$ cat src/sv/dtt_pkg.sv
package dtt_pkg;

    localparam int TIMER_SLOTS = 16;
    localparam int SLOT_W      = $clog2(TIMER_SLOTS);
    localparam int TIME_W      = 64;
    localparam int PER_W       = 32;
    localparam int APB_AW      = 3;

    localparam logic [PER_W-1:0] ROLLOVER_RESET = 32'd3600000;
    localparam logic [APB_AW-1:0] ADDR_ROLLOVER = 3'd0;

    localparam logic [2:0] FUNC_ADD     = 3'd0;
    localparam logic [2:0] FUNC_CANCEL  = 3'd1;
    localparam logic [2:0] FUNC_REFRESH = 3'd2;
    localparam logic [2:0] FUNC_RESET   = 3'd3;
    localparam logic [2:0] FUNC_SCAN    = 3'd4;
    localparam logic [2:0] FUNC_QUERY   = 3'd5;

    localparam logic [1:0] ST_OK   = 2'd0;
    localparam logic [1:0] ST_FAIL = 2'd1;
    localparam logic [1:0] ST_FULL = 2'd2;

    typedef enum logic [2:0] {
        OP_ADD,
        OP_CANCEL,
        OP_REFRESH,
        OP_RESET,
        OP_SCAN,
        OP_QUERY,
        OP_BAD
    } op_t;

    typedef struct packed {
        op_t               op;
        logic [SLOT_W-1:0] slot;
        logic [PER_W-1:0]  period;
        logic              reload;
        logic              restart;
        logic [TIME_W-1:0] now;
    } cmd_t;

    typedef struct packed {
        logic [1:0]        status;
        logic [SLOT_W-1:0] slot;
        logic              expired;
        logic [TIME_W-1:0] wait_ms;
        logic              notify;
        logic              last;
    } res_t;

    function automatic res_t mk_res(
        input logic [1:0]        status,
        input logic [SLOT_W-1:0] slot,
        input logic              expired,
        input logic [TIME_W-1:0] wait_ms,
        input logic              notify,
        input logic              last
    );
        res_t r;
        r.status  = status;
        r.slot    = slot;
        r.expired = expired;
        r.wait_ms = wait_ms;
        r.notify  = notify;
        r.last    = last;
        return r;
    endfunction

endpackage

$ cat src/sv/dtt_if.sv
interface dtt_req_if;
    import dtt_pkg::*;
    logic                valid;
    logic                ready;
    logic [2:0]          func;
    logic [SLOT_W-1:0]   timer_slot;
    logic [PER_W-1:0]    period_ms;
    logic                reload;
    logic                restart_from_now;
    logic [TIME_W-1:0]   now_ms;

    modport source (output valid, func, timer_slot, period_ms, reload,
                    restart_from_now, now_ms, input ready);
    modport sink   (input valid, func, timer_slot, period_ms, reload,
                    restart_from_now, now_ms, output ready);
endinterface

interface dtt_rsp_if;
    import dtt_pkg::*;
    logic                valid;
    logic                ready;
    logic [1:0]          status;
    logic [SLOT_W-1:0]   result_slot;
    logic                expired_valid;
    logic [TIME_W-1:0]   wait_ms;
    logic                front_notify;
    logic                last;

    modport source (output valid, status, result_slot, expired_valid, wait_ms,
                    front_notify, last, input ready);
    modport sink   (input valid, status, result_slot, expired_valid, wait_ms,
                    front_notify, last, output ready);
endinterface

$ cat src/sv/deadline_timer_table_unit.sv
// Timer table of 16 slots ordered by (deadline, slot). Items enter a
// two-deep command queue and are executed one at a time. Cancel, refresh,
// failed or fast-path reset, an add to a full table, a scan of an empty
// table and unknown codes answer straight from the execute step; other
// adds and queries sweep the table one slot per cycle through the single
// deadline read port, and a reset that rewrites the slot writes it first,
// then sweeps. An expiry scan sweeps once to mark due slots, then sweeps
// again for each expired slot it reports. Results leave through a registered
// output stage; a stalled result holds the executor, not the queue.
// rollover_window sits at APB address 0.
module deadline_timer_table_unit
    import dtt_pkg::*;
(
    input  logic              clk,
    input  logic              rst_n,
    dtt_req_if.sink           req,
    dtt_rsp_if.source         rsp,
    input  logic              psel,
    input  logic              penable,
    input  logic              pwrite,
    input  logic [APB_AW-1:0] paddr,
    input  logic [31:0]       pwdata,
    output logic [31:0]       prdata,
    output logic              pready
);

    logic [PER_W-1:0] window_reg, window_next;
    logic             cmd_valid;
    cmd_t             cmd;
    logic             cmd_pop;
    res_t             res;

    assign pready = 1'b1;
    assign prdata = (paddr == ADDR_ROLLOVER) ? window_reg : '0;

    always_comb
    begin
        window_next = window_reg;
        if (psel && penable && pwrite && paddr == ADDR_ROLLOVER)
            window_next = pwdata;
    end

    always_ff @(posedge clk or negedge rst_n)
    begin
        if (!rst_n)
            window_reg <= ROLLOVER_RESET;
        else
            window_reg <= window_next;
    end

    dtt_front u_front (
        .clk       (clk),
        .rst_n     (rst_n),
        .req       (req),
        .cmd_valid (cmd_valid),
        .cmd       (cmd),
        .cmd_pop   (cmd_pop)
    );

    dtt_back u_back (
        .clk       (clk),
        .rst_n     (rst_n),
        .cmd_valid (cmd_valid),
        .cmd       (cmd),
        .cmd_pop   (cmd_pop),
        .window    (window_reg),
        .res_valid (rsp.valid),
        .res       (res),
        .res_ready (rsp.ready)
    );

    assign rsp.status        = res.status;
    assign rsp.result_slot   = res.slot;
    assign rsp.expired_valid = res.expired;
    assign rsp.wait_ms       = res.wait_ms;
    assign rsp.front_notify  = res.notify;
    assign rsp.last          = res.last;

endmodule

$ cat src/sv/dtt_front.sv
module dtt_front
    import dtt_pkg::*;
(
    input  logic        clk,
    input  logic        rst_n,
    dtt_req_if.sink     req,
    output logic        cmd_valid,
    output cmd_t        cmd,
    input  logic        cmd_pop
);

    // two-entry command queue
    cmd_t       q_reg [2];
    logic       wr_ptr_reg, wr_ptr_next;
    logic       rd_ptr_reg, rd_ptr_next;
    logic [1:0] count_reg, count_next;
    cmd_t       in_cmd;
    logic       push;

    always_comb
    begin
        in_cmd.slot     = req.timer_slot;
        in_cmd.period   = req.period_ms;
        in_cmd.reload   = req.reload;
        in_cmd.restart  = req.restart_from_now;
        in_cmd.now      = req.now_ms;
        unique case (req.func)
            FUNC_ADD:     in_cmd.op = OP_ADD;
            FUNC_CANCEL:  in_cmd.op = OP_CANCEL;
            FUNC_REFRESH: in_cmd.op = OP_REFRESH;
            FUNC_RESET:   in_cmd.op = OP_RESET;
            FUNC_SCAN:    in_cmd.op = OP_SCAN;
            FUNC_QUERY:   in_cmd.op = OP_QUERY;
            default:      in_cmd.op = OP_BAD;
        endcase
    end

    assign req.ready = (count_reg != 2'd2);
    assign push      = req.valid && req.ready;
    assign cmd_valid = (count_reg != 2'd0);
    assign cmd       = q_reg[rd_ptr_reg];

    always_comb
    begin
        wr_ptr_next = wr_ptr_reg ^ push;
        rd_ptr_next = rd_ptr_reg ^ cmd_pop;
        count_next  = count_reg + {1'b0, push} - {1'b0, cmd_pop};
    end

    always_ff @(posedge clk or negedge rst_n)
    begin
        if (!rst_n)
        begin
            wr_ptr_reg <= 1'b0;
            rd_ptr_reg <= 1'b0;
            count_reg  <= 2'd0;
        end
        else
        begin
            wr_ptr_reg <= wr_ptr_next;
            rd_ptr_reg <= rd_ptr_next;
            count_reg  <= count_next;
        end
    end

    always_ff @(posedge clk)
    begin
        if (push)
        begin
            q_reg[wr_ptr_reg] <= in_cmd;
        end
    end

endmodule

$ cat src/sv/dtt_back.sv
module dtt_back
    import dtt_pkg::*;
(
    input  logic             clk,
    input  logic             rst_n,
    input  logic             cmd_valid,
    input  cmd_t             cmd,
    output logic             cmd_pop,
    input  logic [PER_W-1:0] window,
    output logic             res_valid,
    output res_t             res,
    input  logic             res_ready
);

    typedef enum logic [5:0] {
        S_IDLE   = 6'b000001,
        S_EXEC   = 6'b000010,
        S_RESET2 = 6'b000100,
        S_SWEEP  = 6'b001000,
        S_POST   = 6'b010000,
        S_OUT    = 6'b100000
    } state_t;

    state_t                 state_reg, state_next;
    cmd_t                   cmd_reg, cmd_next;
    logic [TIMER_SLOTS-1:0] active_reg, active_next;
    logic [TIMER_SLOTS-1:0] reload_reg, reload_next;
    logic [TIMER_SLOTS-1:0] hit_reg, hit_next;
    logic [PER_W-1:0]       period_reg [TIMER_SLOTS];
    logic [TIME_W-1:0]      deadline_reg [TIMER_SLOTS];
    logic [TIME_W-1:0]      last_scan_reg, last_scan_next;
    logic                   pending_reg, pending_next;
    logic [SLOT_W-1:0]      idx_reg, idx_next;
    logic                   bv_reg, bv_next;
    logic [SLOT_W-1:0]      best_idx_reg, best_idx_next;
    logic [TIME_W-1:0]      best_dl_reg, best_dl_next;
    logic                   emit_reg, emit_next;
    logic                   mark_reg, mark_next;
    logic                   roll_reg, roll_next;
    logic [SLOT_W-1:0]      target_reg, target_next;
    logic [TIME_W-1:0]      start_reg, start_next;
    res_t                   pend_reg, pend_next;
    res_t                   out_reg, out_next;
    logic                   out_vld_reg, out_vld_next;

    logic                   per_we, dl_we;
    logic [SLOT_W-1:0]      per_wa, dl_wa;
    logic [PER_W-1:0]       per_wd;
    logic [TIME_W-1:0]      dl_wd;
    logic [SLOT_W-1:0]      rd_addr;
    logic [PER_W-1:0]       per_rd;
    logic [TIME_W-1:0]      dl_rd;
    logic [SLOT_W-1:0]      free_idx;
    logic                   out_free;
    logic                   cand;
    logic                   ntf;
    logic [TIMER_SLOTS-1:0] rest;

    function automatic logic [SLOT_W-1:0] lowest_free(input logic [TIMER_SLOTS-1:0] act);
        logic [SLOT_W-1:0] r;
        r = '0;
        for (int i = TIMER_SLOTS - 1; i >= 0; i--)
        begin
            if (!act[i])
            begin
                r = SLOT_W'(i);
            end
        end
        return r;
    endfunction

    assign res_valid = out_vld_reg;
    assign res       = out_reg;
    assign out_free  = !out_vld_reg || res_ready;
    assign free_idx  = lowest_free(active_reg);

    // single table read port, address set by the step in progress
    always_comb
    begin
        priority case (1'b1)
            state_reg[3'd3]: rd_addr = idx_reg;
            state_reg[3'd4]: rd_addr = best_idx_reg;
            default:         rd_addr = cmd_reg.slot;
        endcase
    end
    assign per_rd = period_reg[rd_addr];
    assign dl_rd  = deadline_reg[rd_addr];

    always_comb
    begin
        state_next     = state_reg;
        cmd_next       = cmd_reg;
        active_next    = active_reg;
        reload_next    = reload_reg;
        hit_next       = hit_reg;
        last_scan_next = last_scan_reg;
        pending_next   = pending_reg;
        idx_next       = idx_reg;
        bv_next        = bv_reg;
        best_idx_next  = best_idx_reg;
        best_dl_next   = best_dl_reg;
        emit_next      = emit_reg;
        mark_next      = mark_reg;
        roll_next      = roll_reg;
        target_next    = target_reg;
        start_next     = start_reg;
        pend_next      = pend_reg;
        out_next       = out_reg;
        out_vld_next   = out_vld_reg && !res_ready;
        per_we         = 1'b0;
        per_wa         = cmd_reg.slot;
        per_wd         = cmd_reg.period;
        dl_we          = 1'b0;
        dl_wa          = cmd_reg.slot;
        dl_wd          = cmd_reg.now + {{(TIME_W-PER_W){1'b0}}, cmd_reg.period};
        cmd_pop        = 1'b0;
        cand           = 1'b0;
        ntf            = 1'b0;
        rest           = hit_reg & ~(TIMER_SLOTS'(1) << best_idx_reg);

        unique case (state_reg)
            S_IDLE:
            begin
                if (cmd_valid)
                begin
                    cmd_next   = cmd;
                    cmd_pop    = 1'b1;
                    state_next = S_EXEC;
                end
            end
            S_EXEC:
            begin
                pend_next  = mk_res(ST_OK, '0, 1'b0, '0, 1'b0, 1'b1);
                state_next = S_OUT;
                idx_next   = '0;
                bv_next    = 1'b0;
                emit_next  = 1'b0;
                mark_next  = 1'b0;
                unique case (cmd_reg.op)
                    OP_ADD:
                    begin
                        if (&active_reg)
                        begin
                            pend_next.status = ST_FULL;
                        end
                        else
                        begin
                            active_next[free_idx] = 1'b1;
                            reload_next[free_idx] = cmd_reg.reload;
                            per_we      = 1'b1;
                            per_wa      = free_idx;
                            dl_we       = 1'b1;
                            dl_wa       = free_idx;
                            target_next = free_idx;
                            state_next  = S_SWEEP;
                        end
                    end
                    OP_CANCEL:
                    begin
                        if (!active_reg[cmd_reg.slot])
                            pend_next.status = ST_FAIL;
                        else
                            active_next[cmd_reg.slot] = 1'b0;
                    end
                    OP_REFRESH:
                    begin
                        if (!active_reg[cmd_reg.slot])
                        begin
                            pend_next.status = ST_FAIL;
                        end
                        else
                        begin
                            dl_we = 1'b1;
                            dl_wd = cmd_reg.now + {{(TIME_W-PER_W){1'b0}}, per_rd};
                        end
                    end
                    OP_RESET:
                    begin
                        // unchanged period without restart: nothing to do
                        if (per_rd == cmd_reg.period && !cmd_reg.restart)
                        begin
                            pend_next.status = ST_OK;
                        end
                        else if (!active_reg[cmd_reg.slot])
                        begin
                            pend_next.status = ST_FAIL;
                        end
                        else
                        begin
                            start_next = cmd_reg.restart ? cmd_reg.now :
                                         dl_rd - {{(TIME_W-PER_W){1'b0}}, per_rd};
                            state_next = S_RESET2;
                        end
                    end
                    OP_SCAN:
                    begin
                        if (|active_reg)
                        begin
                            roll_next  = (cmd_reg.now < last_scan_reg) &&
                                         ((last_scan_reg - cmd_reg.now) >
                                          {{(TIME_W-PER_W){1'b0}}, window});
                            hit_next   = '0;
                            mark_next  = 1'b1;
                            state_next = S_SWEEP;
                        end
                    end
                    OP_QUERY:
                    begin
                        pending_next = 1'b0;
                        state_next   = S_SWEEP;
                    end
                    default:
                    begin
                        pend_next.status = ST_FAIL;
                    end
                endcase
            end
            S_RESET2:
            begin
                per_we      = 1'b1;
                dl_we       = 1'b1;
                dl_wd       = start_reg + {{(TIME_W-PER_W){1'b0}}, cmd_reg.period};
                target_next = cmd_reg.slot;
                state_next  = S_SWEEP;
            end
            S_SWEEP:
            begin
                // one slot per cycle; ties keep the lower slot
                cand = emit_reg ? hit_reg[idx_reg] : active_reg[idx_reg];
                if (mark_reg)
                    hit_next[idx_reg] = active_reg[idx_reg] &&
                                        (roll_reg || dl_rd <= cmd_reg.now);
                if (cand && (!bv_reg || dl_rd < best_dl_reg))
                begin
                    bv_next       = 1'b1;
                    best_idx_next = idx_reg;
                    best_dl_next  = dl_rd;
                end
                if (idx_reg == SLOT_W'(TIMER_SLOTS - 1))
                    state_next = S_POST;
                else
                    idx_next = idx_reg + 1'b1;
            end
            S_POST:
            begin
                pend_next  = mk_res(ST_OK, '0, 1'b0, '0, 1'b0, 1'b1);
                state_next = S_OUT;
                unique case (cmd_reg.op)
                    OP_ADD, OP_RESET:
                    begin
                        ntf = bv_reg && best_idx_reg == target_reg && !pending_reg;
                        if (ntf)
                            pending_next = 1'b1;
                        pend_next.notify = ntf;
                        if (cmd_reg.op == OP_ADD)
                            pend_next.slot = target_reg;
                    end
                    OP_QUERY:
                    begin
                        if (!bv_reg)
                            pend_next.wait_ms = '1;
                        else if (cmd_reg.now >= best_dl_reg)
                            pend_next.wait_ms = '0;
                        else
                            pend_next.wait_ms = best_dl_reg - cmd_reg.now;
                    end
                    OP_SCAN:
                    begin
                        if (!emit_reg)
                        begin
                            last_scan_next = cmd_reg.now;
                            if (hit_reg != '0)
                            begin
                                emit_next  = 1'b1;
                                mark_next  = 1'b0;
                                idx_next   = '0;
                                bv_next    = 1'b0;
                                state_next = S_SWEEP;
                            end
                        end
                        else
                        begin
                            // emit earliest due slot, then rearm or free it
                            pend_next = mk_res(ST_OK, best_idx_reg, 1'b1, '0, 1'b0,
                                               rest == '0);
                            hit_next  = rest;
                            if (reload_reg[best_idx_reg])
                            begin
                                dl_we = 1'b1;
                                dl_wa = best_idx_reg;
                                dl_wd = cmd_reg.now + {{(TIME_W-PER_W){1'b0}}, per_rd};
                            end
                            else
                            begin
                                active_next[best_idx_reg] = 1'b0;
                            end
                        end
                    end
                    default:
                    begin
                        pend_next.status = ST_FAIL;
                    end
                endcase
            end
            S_OUT:
            begin
                if (out_free)
                begin
                    out_next     = pend_reg;
                    out_vld_next = 1'b1;
                    if (pend_reg.last)
                    begin
                        state_next = S_IDLE;
                    end
                    else
                    begin
                        idx_next   = '0;
                        bv_next    = 1'b0;
                        state_next = S_SWEEP;
                    end
                end
            end
            default:
            begin
                state_next = S_IDLE;
            end
        endcase
    end

    always_ff @(posedge clk or negedge rst_n)
    begin
        if (!rst_n)
        begin
            state_reg     <= S_IDLE;
            active_reg    <= '0;
            reload_reg    <= '0;
            hit_reg       <= '0;
            last_scan_reg <= '0;
            pending_reg   <= 1'b0;
            idx_reg       <= '0;
            bv_reg        <= 1'b0;
            emit_reg      <= 1'b0;
            mark_reg      <= 1'b0;
            out_vld_reg   <= 1'b0;
        end
        else
        begin
            state_reg     <= state_next;
            active_reg    <= active_next;
            reload_reg    <= reload_next;
            hit_reg       <= hit_next;
            last_scan_reg <= last_scan_next;
            pending_reg   <= pending_next;
            idx_reg       <= idx_next;
            bv_reg        <= bv_next;
            emit_reg      <= emit_next;
            mark_reg      <= mark_next;
            out_vld_reg   <= out_vld_next;
        end
    end

    always_ff @(posedge clk)
    begin
        cmd_reg      <= cmd_next;
        best_idx_reg <= best_idx_next;
        best_dl_reg  <= best_dl_next;
        roll_reg     <= roll_next;
        target_reg   <= target_next;
        start_reg    <= start_next;
        pend_reg     <= pend_next;
        out_reg      <= out_next;
        if (per_we)
            period_reg[per_wa] <= per_wd;
        if (dl_we)
            deadline_reg[dl_wa] <= dl_wd;
    end

endmodule

$ cat src/flat_wrapper.sv
// flat-port wrapper written by rule: the top's interface ports become plain ports
module deadline_timer_table_unit_flat import dtt_pkg::*;
  (clk, rst_n, psel, penable, pwrite, paddr, pwdata, prdata, pready, req_valid, req_func, req_timer_slot, req_period_ms, req_reload, req_restart_from_now, req_now_ms, req_ready, rsp_valid, rsp_status, rsp_result_slot, rsp_expired_valid, rsp_wait_ms, rsp_front_notify, rsp_last, rsp_ready);
  dtt_req_if req_i ();
  dtt_rsp_if rsp_i ();
  input  logic clk;
  input  logic rst_n;
  input  logic psel;
  input  logic penable;
  input  logic pwrite;
  input  logic [APB_AW-1:0] paddr;
  input  logic [31:0] pwdata;
  output logic [31:0] prdata;
  output logic pready;
  input wire logic [$bits(req_i.valid)-1:0] req_valid;
  input wire logic [$bits(req_i.func)-1:0] req_func;
  input wire logic [$bits(req_i.timer_slot)-1:0] req_timer_slot;
  input wire logic [$bits(req_i.period_ms)-1:0] req_period_ms;
  input wire logic [$bits(req_i.reload)-1:0] req_reload;
  input wire logic [$bits(req_i.restart_from_now)-1:0] req_restart_from_now;
  input wire logic [$bits(req_i.now_ms)-1:0] req_now_ms;
  output wire logic [$bits(req_i.ready)-1:0] req_ready;
  output wire logic [$bits(rsp_i.valid)-1:0] rsp_valid;
  output wire logic [$bits(rsp_i.status)-1:0] rsp_status;
  output wire logic [$bits(rsp_i.result_slot)-1:0] rsp_result_slot;
  output wire logic [$bits(rsp_i.expired_valid)-1:0] rsp_expired_valid;
  output wire logic [$bits(rsp_i.wait_ms)-1:0] rsp_wait_ms;
  output wire logic [$bits(rsp_i.front_notify)-1:0] rsp_front_notify;
  output wire logic [$bits(rsp_i.last)-1:0] rsp_last;
  input wire logic [$bits(rsp_i.ready)-1:0] rsp_ready;
  assign req_i.valid = req_valid;
  assign req_i.func = req_func;
  assign req_i.timer_slot = req_timer_slot;
  assign req_i.period_ms = req_period_ms;
  assign req_i.reload = req_reload;
  assign req_i.restart_from_now = req_restart_from_now;
  assign req_i.now_ms = req_now_ms;
  assign req_ready = req_i.ready;
  assign rsp_valid = rsp_i.valid;
  assign rsp_status = rsp_i.status;
  assign rsp_result_slot = rsp_i.result_slot;
  assign rsp_expired_valid = rsp_i.expired_valid;
  assign rsp_wait_ms = rsp_i.wait_ms;
  assign rsp_front_notify = rsp_i.front_notify;
  assign rsp_last = rsp_i.last;
  assign rsp_i.ready = rsp_ready;
  deadline_timer_table_unit u_core (.clk(clk), .rst_n(rst_n), .req(req_i), .rsp(rsp_i), .psel(psel), .penable(penable), .pwrite(pwrite), .paddr(paddr), .pwdata(pwdata), .prdata(prdata), .pready(pready));
endmodule
$ cat config.mk
export PLATFORM = sky130hd
export DESIGN_NAME = deadline_timer_table_unit_flat
export DESIGN_NICKNAME = d
export VERILOG_FILES = /design/src/sv/dtt_pkg.sv /design/src/sv/dtt_if.sv /design/src/sv/deadline_timer_table_unit.sv /design/src/sv/dtt_front.sv /design/src/sv/dtt_back.sv /design/src/flat_wrapper.sv
export SDC_FILE = /design/constraint.sdc
export NUM_CORES = 2
export LEC_CHECK = 0
export BUFFER_PORTS_ARGS = -buffer_cell sky130_fd_sc_hd__buf_2
export CAP_MARGIN = 30
export CORE_MARGIN = 3
export CORE_UTILIZATION = 57
export CTS_CLUSTER_SIZE = 28
export DETAILED_ROUTE_END_ITERATION = 10
export PLACE_DENSITY = 0.74
export SKIP_CTS_REPAIR_TIMING = 1
export SLEW_MARGIN = 20
export SYNTH_ARGS = -nofsm -noshare
export SYNTH_HDL_FRONTEND = slang
export SYNTH_SLANG_ARGS = --single-unit
$ cat constraint.sdc
create_clock -name clk -period 17.9 [get_ports clk]
set_clock_uncertainty 0.15 [all_clocks]
set_input_delay 1.79 -clock clk [delete_from_list [all_inputs] [get_ports clk]]
set_output_delay 1.79 -clock clk [all_outputs]
set_load 0.1 [all_outputs]
==> impl_metrics.env <==
export IMPL_status="finished clean"
export IMPL_slowest_delay_ps=820
export IMPL_grtUsageTotal_pct=33.7
export IMPL_fmax_ghz=0.104
export IMPL_async_reset_ff_share_pct=7.10
export IMPL_die_area_mm2=0.200
export IMPL_cp_required_ps=18350
export IMPL_area_growth_pct=11.5
export IMPL_relSlewSlack_pct=16.8
export IMPL_ys_seq_area_share_pct=61.6
export IMPL_ys_warn_count=0
export IMPL_crit_fanout=66
export IMPL_syn_area_mm2=0.111
export IMPL_largest_register_ffs=1024
export IMPL_vias=74800
export IMPL_place_detailed_hpwl_mm=229
export IMPL_hp_class="reg2reg"
export IMPL_port_buffers=253
export IMPL_drv_cap=0
export IMPL_tightest_slew_ps=1240
export IMPL_die_width_um=447
export IMPL_critPathTopFamily="compound AO/OA/AOI/OAI gates"
export IMPL_place_congestion=0.979
export IMPL_dr_pass1_iters=6
export IMPL_endpoint="u_core.u_back.deadline_reg[6][58]"
export IMPL_clkSinkCount=2297
export IMPL_syn_avg_cell_area_um2=13.7
export IMPL_cp_end_kind="register"
export IMPL_drv_slew=0
export IMPL_grt_pass1_vias=72500
export IMPL_drt_total_wl_mm=339
export IMPL_synth_seq_cells=2297
export IMPL_crit_path_top_delay_cell="a22oi_1"
export IMPL_antenna_left=0
export IMPL_r2r_start="u_core.u_back.state_reg[3]"
export IMPL_initial_utilization_pct=57.4
export IMPL_die_height_um=447
export IMPL_drt_initial_drc_count=9947
export IMPL_worstPathArrival_ps=10070
export IMPL_layout_drive_gt1_share_pct=17.1
export IMPL_cp_startpoint="u_core.u_back.state_reg[3]"
export IMPL_final_cell_mix="edfxtp_1, nand2_1, a21oi_1"
export IMPL_final_hold_violation_count=0
export IMPL_grt_pass1_wl_mm=490
export IMPL_setup_viol=0
export IMPL_core_mm2=0.193
export IMPL_path_common_cell="buf_4"
export IMPL_final_min_clock_period_ps=9610
export IMPL_cts_tree="done"
export IMPL_synth_flop_cell="edfxtp_1"
export IMPL_synth_nets=8665
export IMPL_clockBufferDepth=3
export IMPL_regArea_mm2=0.0682
export IMPL_multi_input_area_mm2=0.0400
export IMPL_grt_remaining_overflow=0
export IMPL_cp_num_cells=23
export IMPL_fin_crit_sh_pct=53.7
export IMPL_via_per_inst=6.70
export IMPL_rsz0062_at_grt="no"
export IMPL_drc=0
export IMPL_fillers=13800
export IMPL_root_buffer="clkbuf_16"
export IMPL_antenna_found_initial=13
export IMPL_critPathKind="reg2reg"
export IMPL_rr_endpoint="u_core.u_back.deadline_reg[6][58]"
export IMPL_path_clk_slew_ps=60
export IMPL_synth_edf_count=2134
export IMPL_grt_max_degree=108
export IMPL_cts_buffers=227
export IMPL_r2r_cells=23
export IMPL_wl_per_cell_um=30.4
export IMPL_nets=9017
export IMPL_clkLatencyLatePin_ps=880
export IMPL_rows=161
export IMPL_path_cells="buf_4 > nand2_1 > buf_4 > o21ai_4 > buf_4 > buf_4 > mux4_2 > mux2i_1 > nor2_1 > or2_2 > ha_1 > nand2_1 > o2111ai_1 > o21ai_0 > o21ai_0 > a41oi_1 > o21ai_0 > o31ai_1 > nor2_1 > a22oi_1 > or3b_2 > o211ai_1 > buf_2"
export IMPL_crit_path_start_kind="register"
export IMPL_cts_htree_levels=4
export IMPL_syn_inst=8082
export IMPL_fin_setup_tns_ps=0
export IMPL_final_common_cell="edfxtp_1"
export IMPL_synth_distinct_cells=94
export IMPL_critPathBufInv=5
export IMPL_io_pins=255
export IMPL_r2r_slack_ps=8290
## synthesized netlist by cell type, types with 19 or more instances
cell       instances  area (um^2)
edfxtp_1        2134        64100
nand2_1          748         2810
a21oi_1          466         2330
o21ai_0          451         2260
ha_1             430         5380
mux4_2           364         8200
inv_1            353         1330
nor2_1           316         1190
clkbuf_1         239          897
a21o_1           185         1390
xnor2_1          170         1490
nand3_1          166          831
xor2_1           157         1380
dfrtp_1          151         3780
mux2_2           127         1430
nand4_1          125          782
nor3_1            95          475
a31oi_1           93          582
o211ai_1          90          676
mux2i_1           87          871
nand2b_1          73          457
and3_1            72          450
and2_1            71          444
buf_2             68          340
o2111ai_1         64          561
nor2b_1           55          344
o21a_1            53          398
a22oi_1           47          353
nor4_1            44          275
o31ai_1           39          293
o21bai_1          37          278
a211oi_1          34          255
buf_1             34          128
or2_2             34          213
or3_1             28          175
a21boi_0          27          203
o22ai_1           27          169
o221ai_1          25          219
buf_6             19          214
## routing by layer
metal / vias up / GRT usage, % / routed length, um / share of wire [%]
met5: - / 0 / 60 / 0.018
met4: 8 / 15.5 / 18200 / 5.4
met3: 912 / 6.75 / 34800 / 10
met2: 4533 / 53.0 / 157000 / 46
met1: 37400 / 45.5 / 130000 / 38
li1: 32000 / - / - / -
## through the flow
stage               hold WS [ps]  utilization (%)  cells  setup slack, ps  area [um^2]
global route                 259             64.0  11200             7830       123000
floorplan                    250                -   8082             1690       111000
CTS                          241             63.9  11100             7980       123000
detailed placement           255             60.0  10700             7990       116000
finish                       255             64.0  11200             8290       123000
global placement             253             59.9  10700             8310       116000
## layout make-up
| cell class | count | share of cell area [%] |
|---|---|---|
| timing repair buffer | 495 | 2.63 |
| multi-input combinational | 5060 | 32.4 |
| clock inverter | 148 | 1.28 |
| antenna | 8 | 0.0162 |
| sequential | 2297 | 55.2 |
| clock buffer | 281 | 4.82 |
| tap | 2526 | 2.56 |
| inverter | 353 | 1.07 |
## logic make-up after synthesis
logic type | count (synthesis) | synth area share, %
flip-flops | 2297 | 61.6
AND/OR/NAND/NOR | 1913 | 8.30
AO/OA/AOI/OAI | 1801 | 10.3
buffers and inverters | 725 | 2.70
multiplexers | 582 | 9.53
adder cells (fa/ha/maj) | 436 | 4.97
XOR/XNOR | 327 | 2.59
other | 1 | 0.00339
## how the worst min path moves through the flow
stage               slack, ps  cells past startpoint               endpoint                        from
floorplan                 250                      0  u_core.u_back.res[10]  u_core.u_back.pend_reg[10]
global placement          250                      0  u_core.u_back.res[42]  u_core.u_back.pend_reg[42]
detailed placement        250                      0  u_core.u_back.res[10]  u_core.u_back.pend_reg[10]
CTS                       240                      0  u_core.u_back.res[63]  u_core.u_back.pend_reg[63]
global route              260                      0  u_core.u_back.res[63]  u_core.u_back.pend_reg[63]
finish                    250                      0  u_core.u_back.res[63]  u_core.u_back.pend_reg[63]
Power is not shown: default switching activity piles up to over one toggle a cycle in this logic, so the estimate is an artifact.
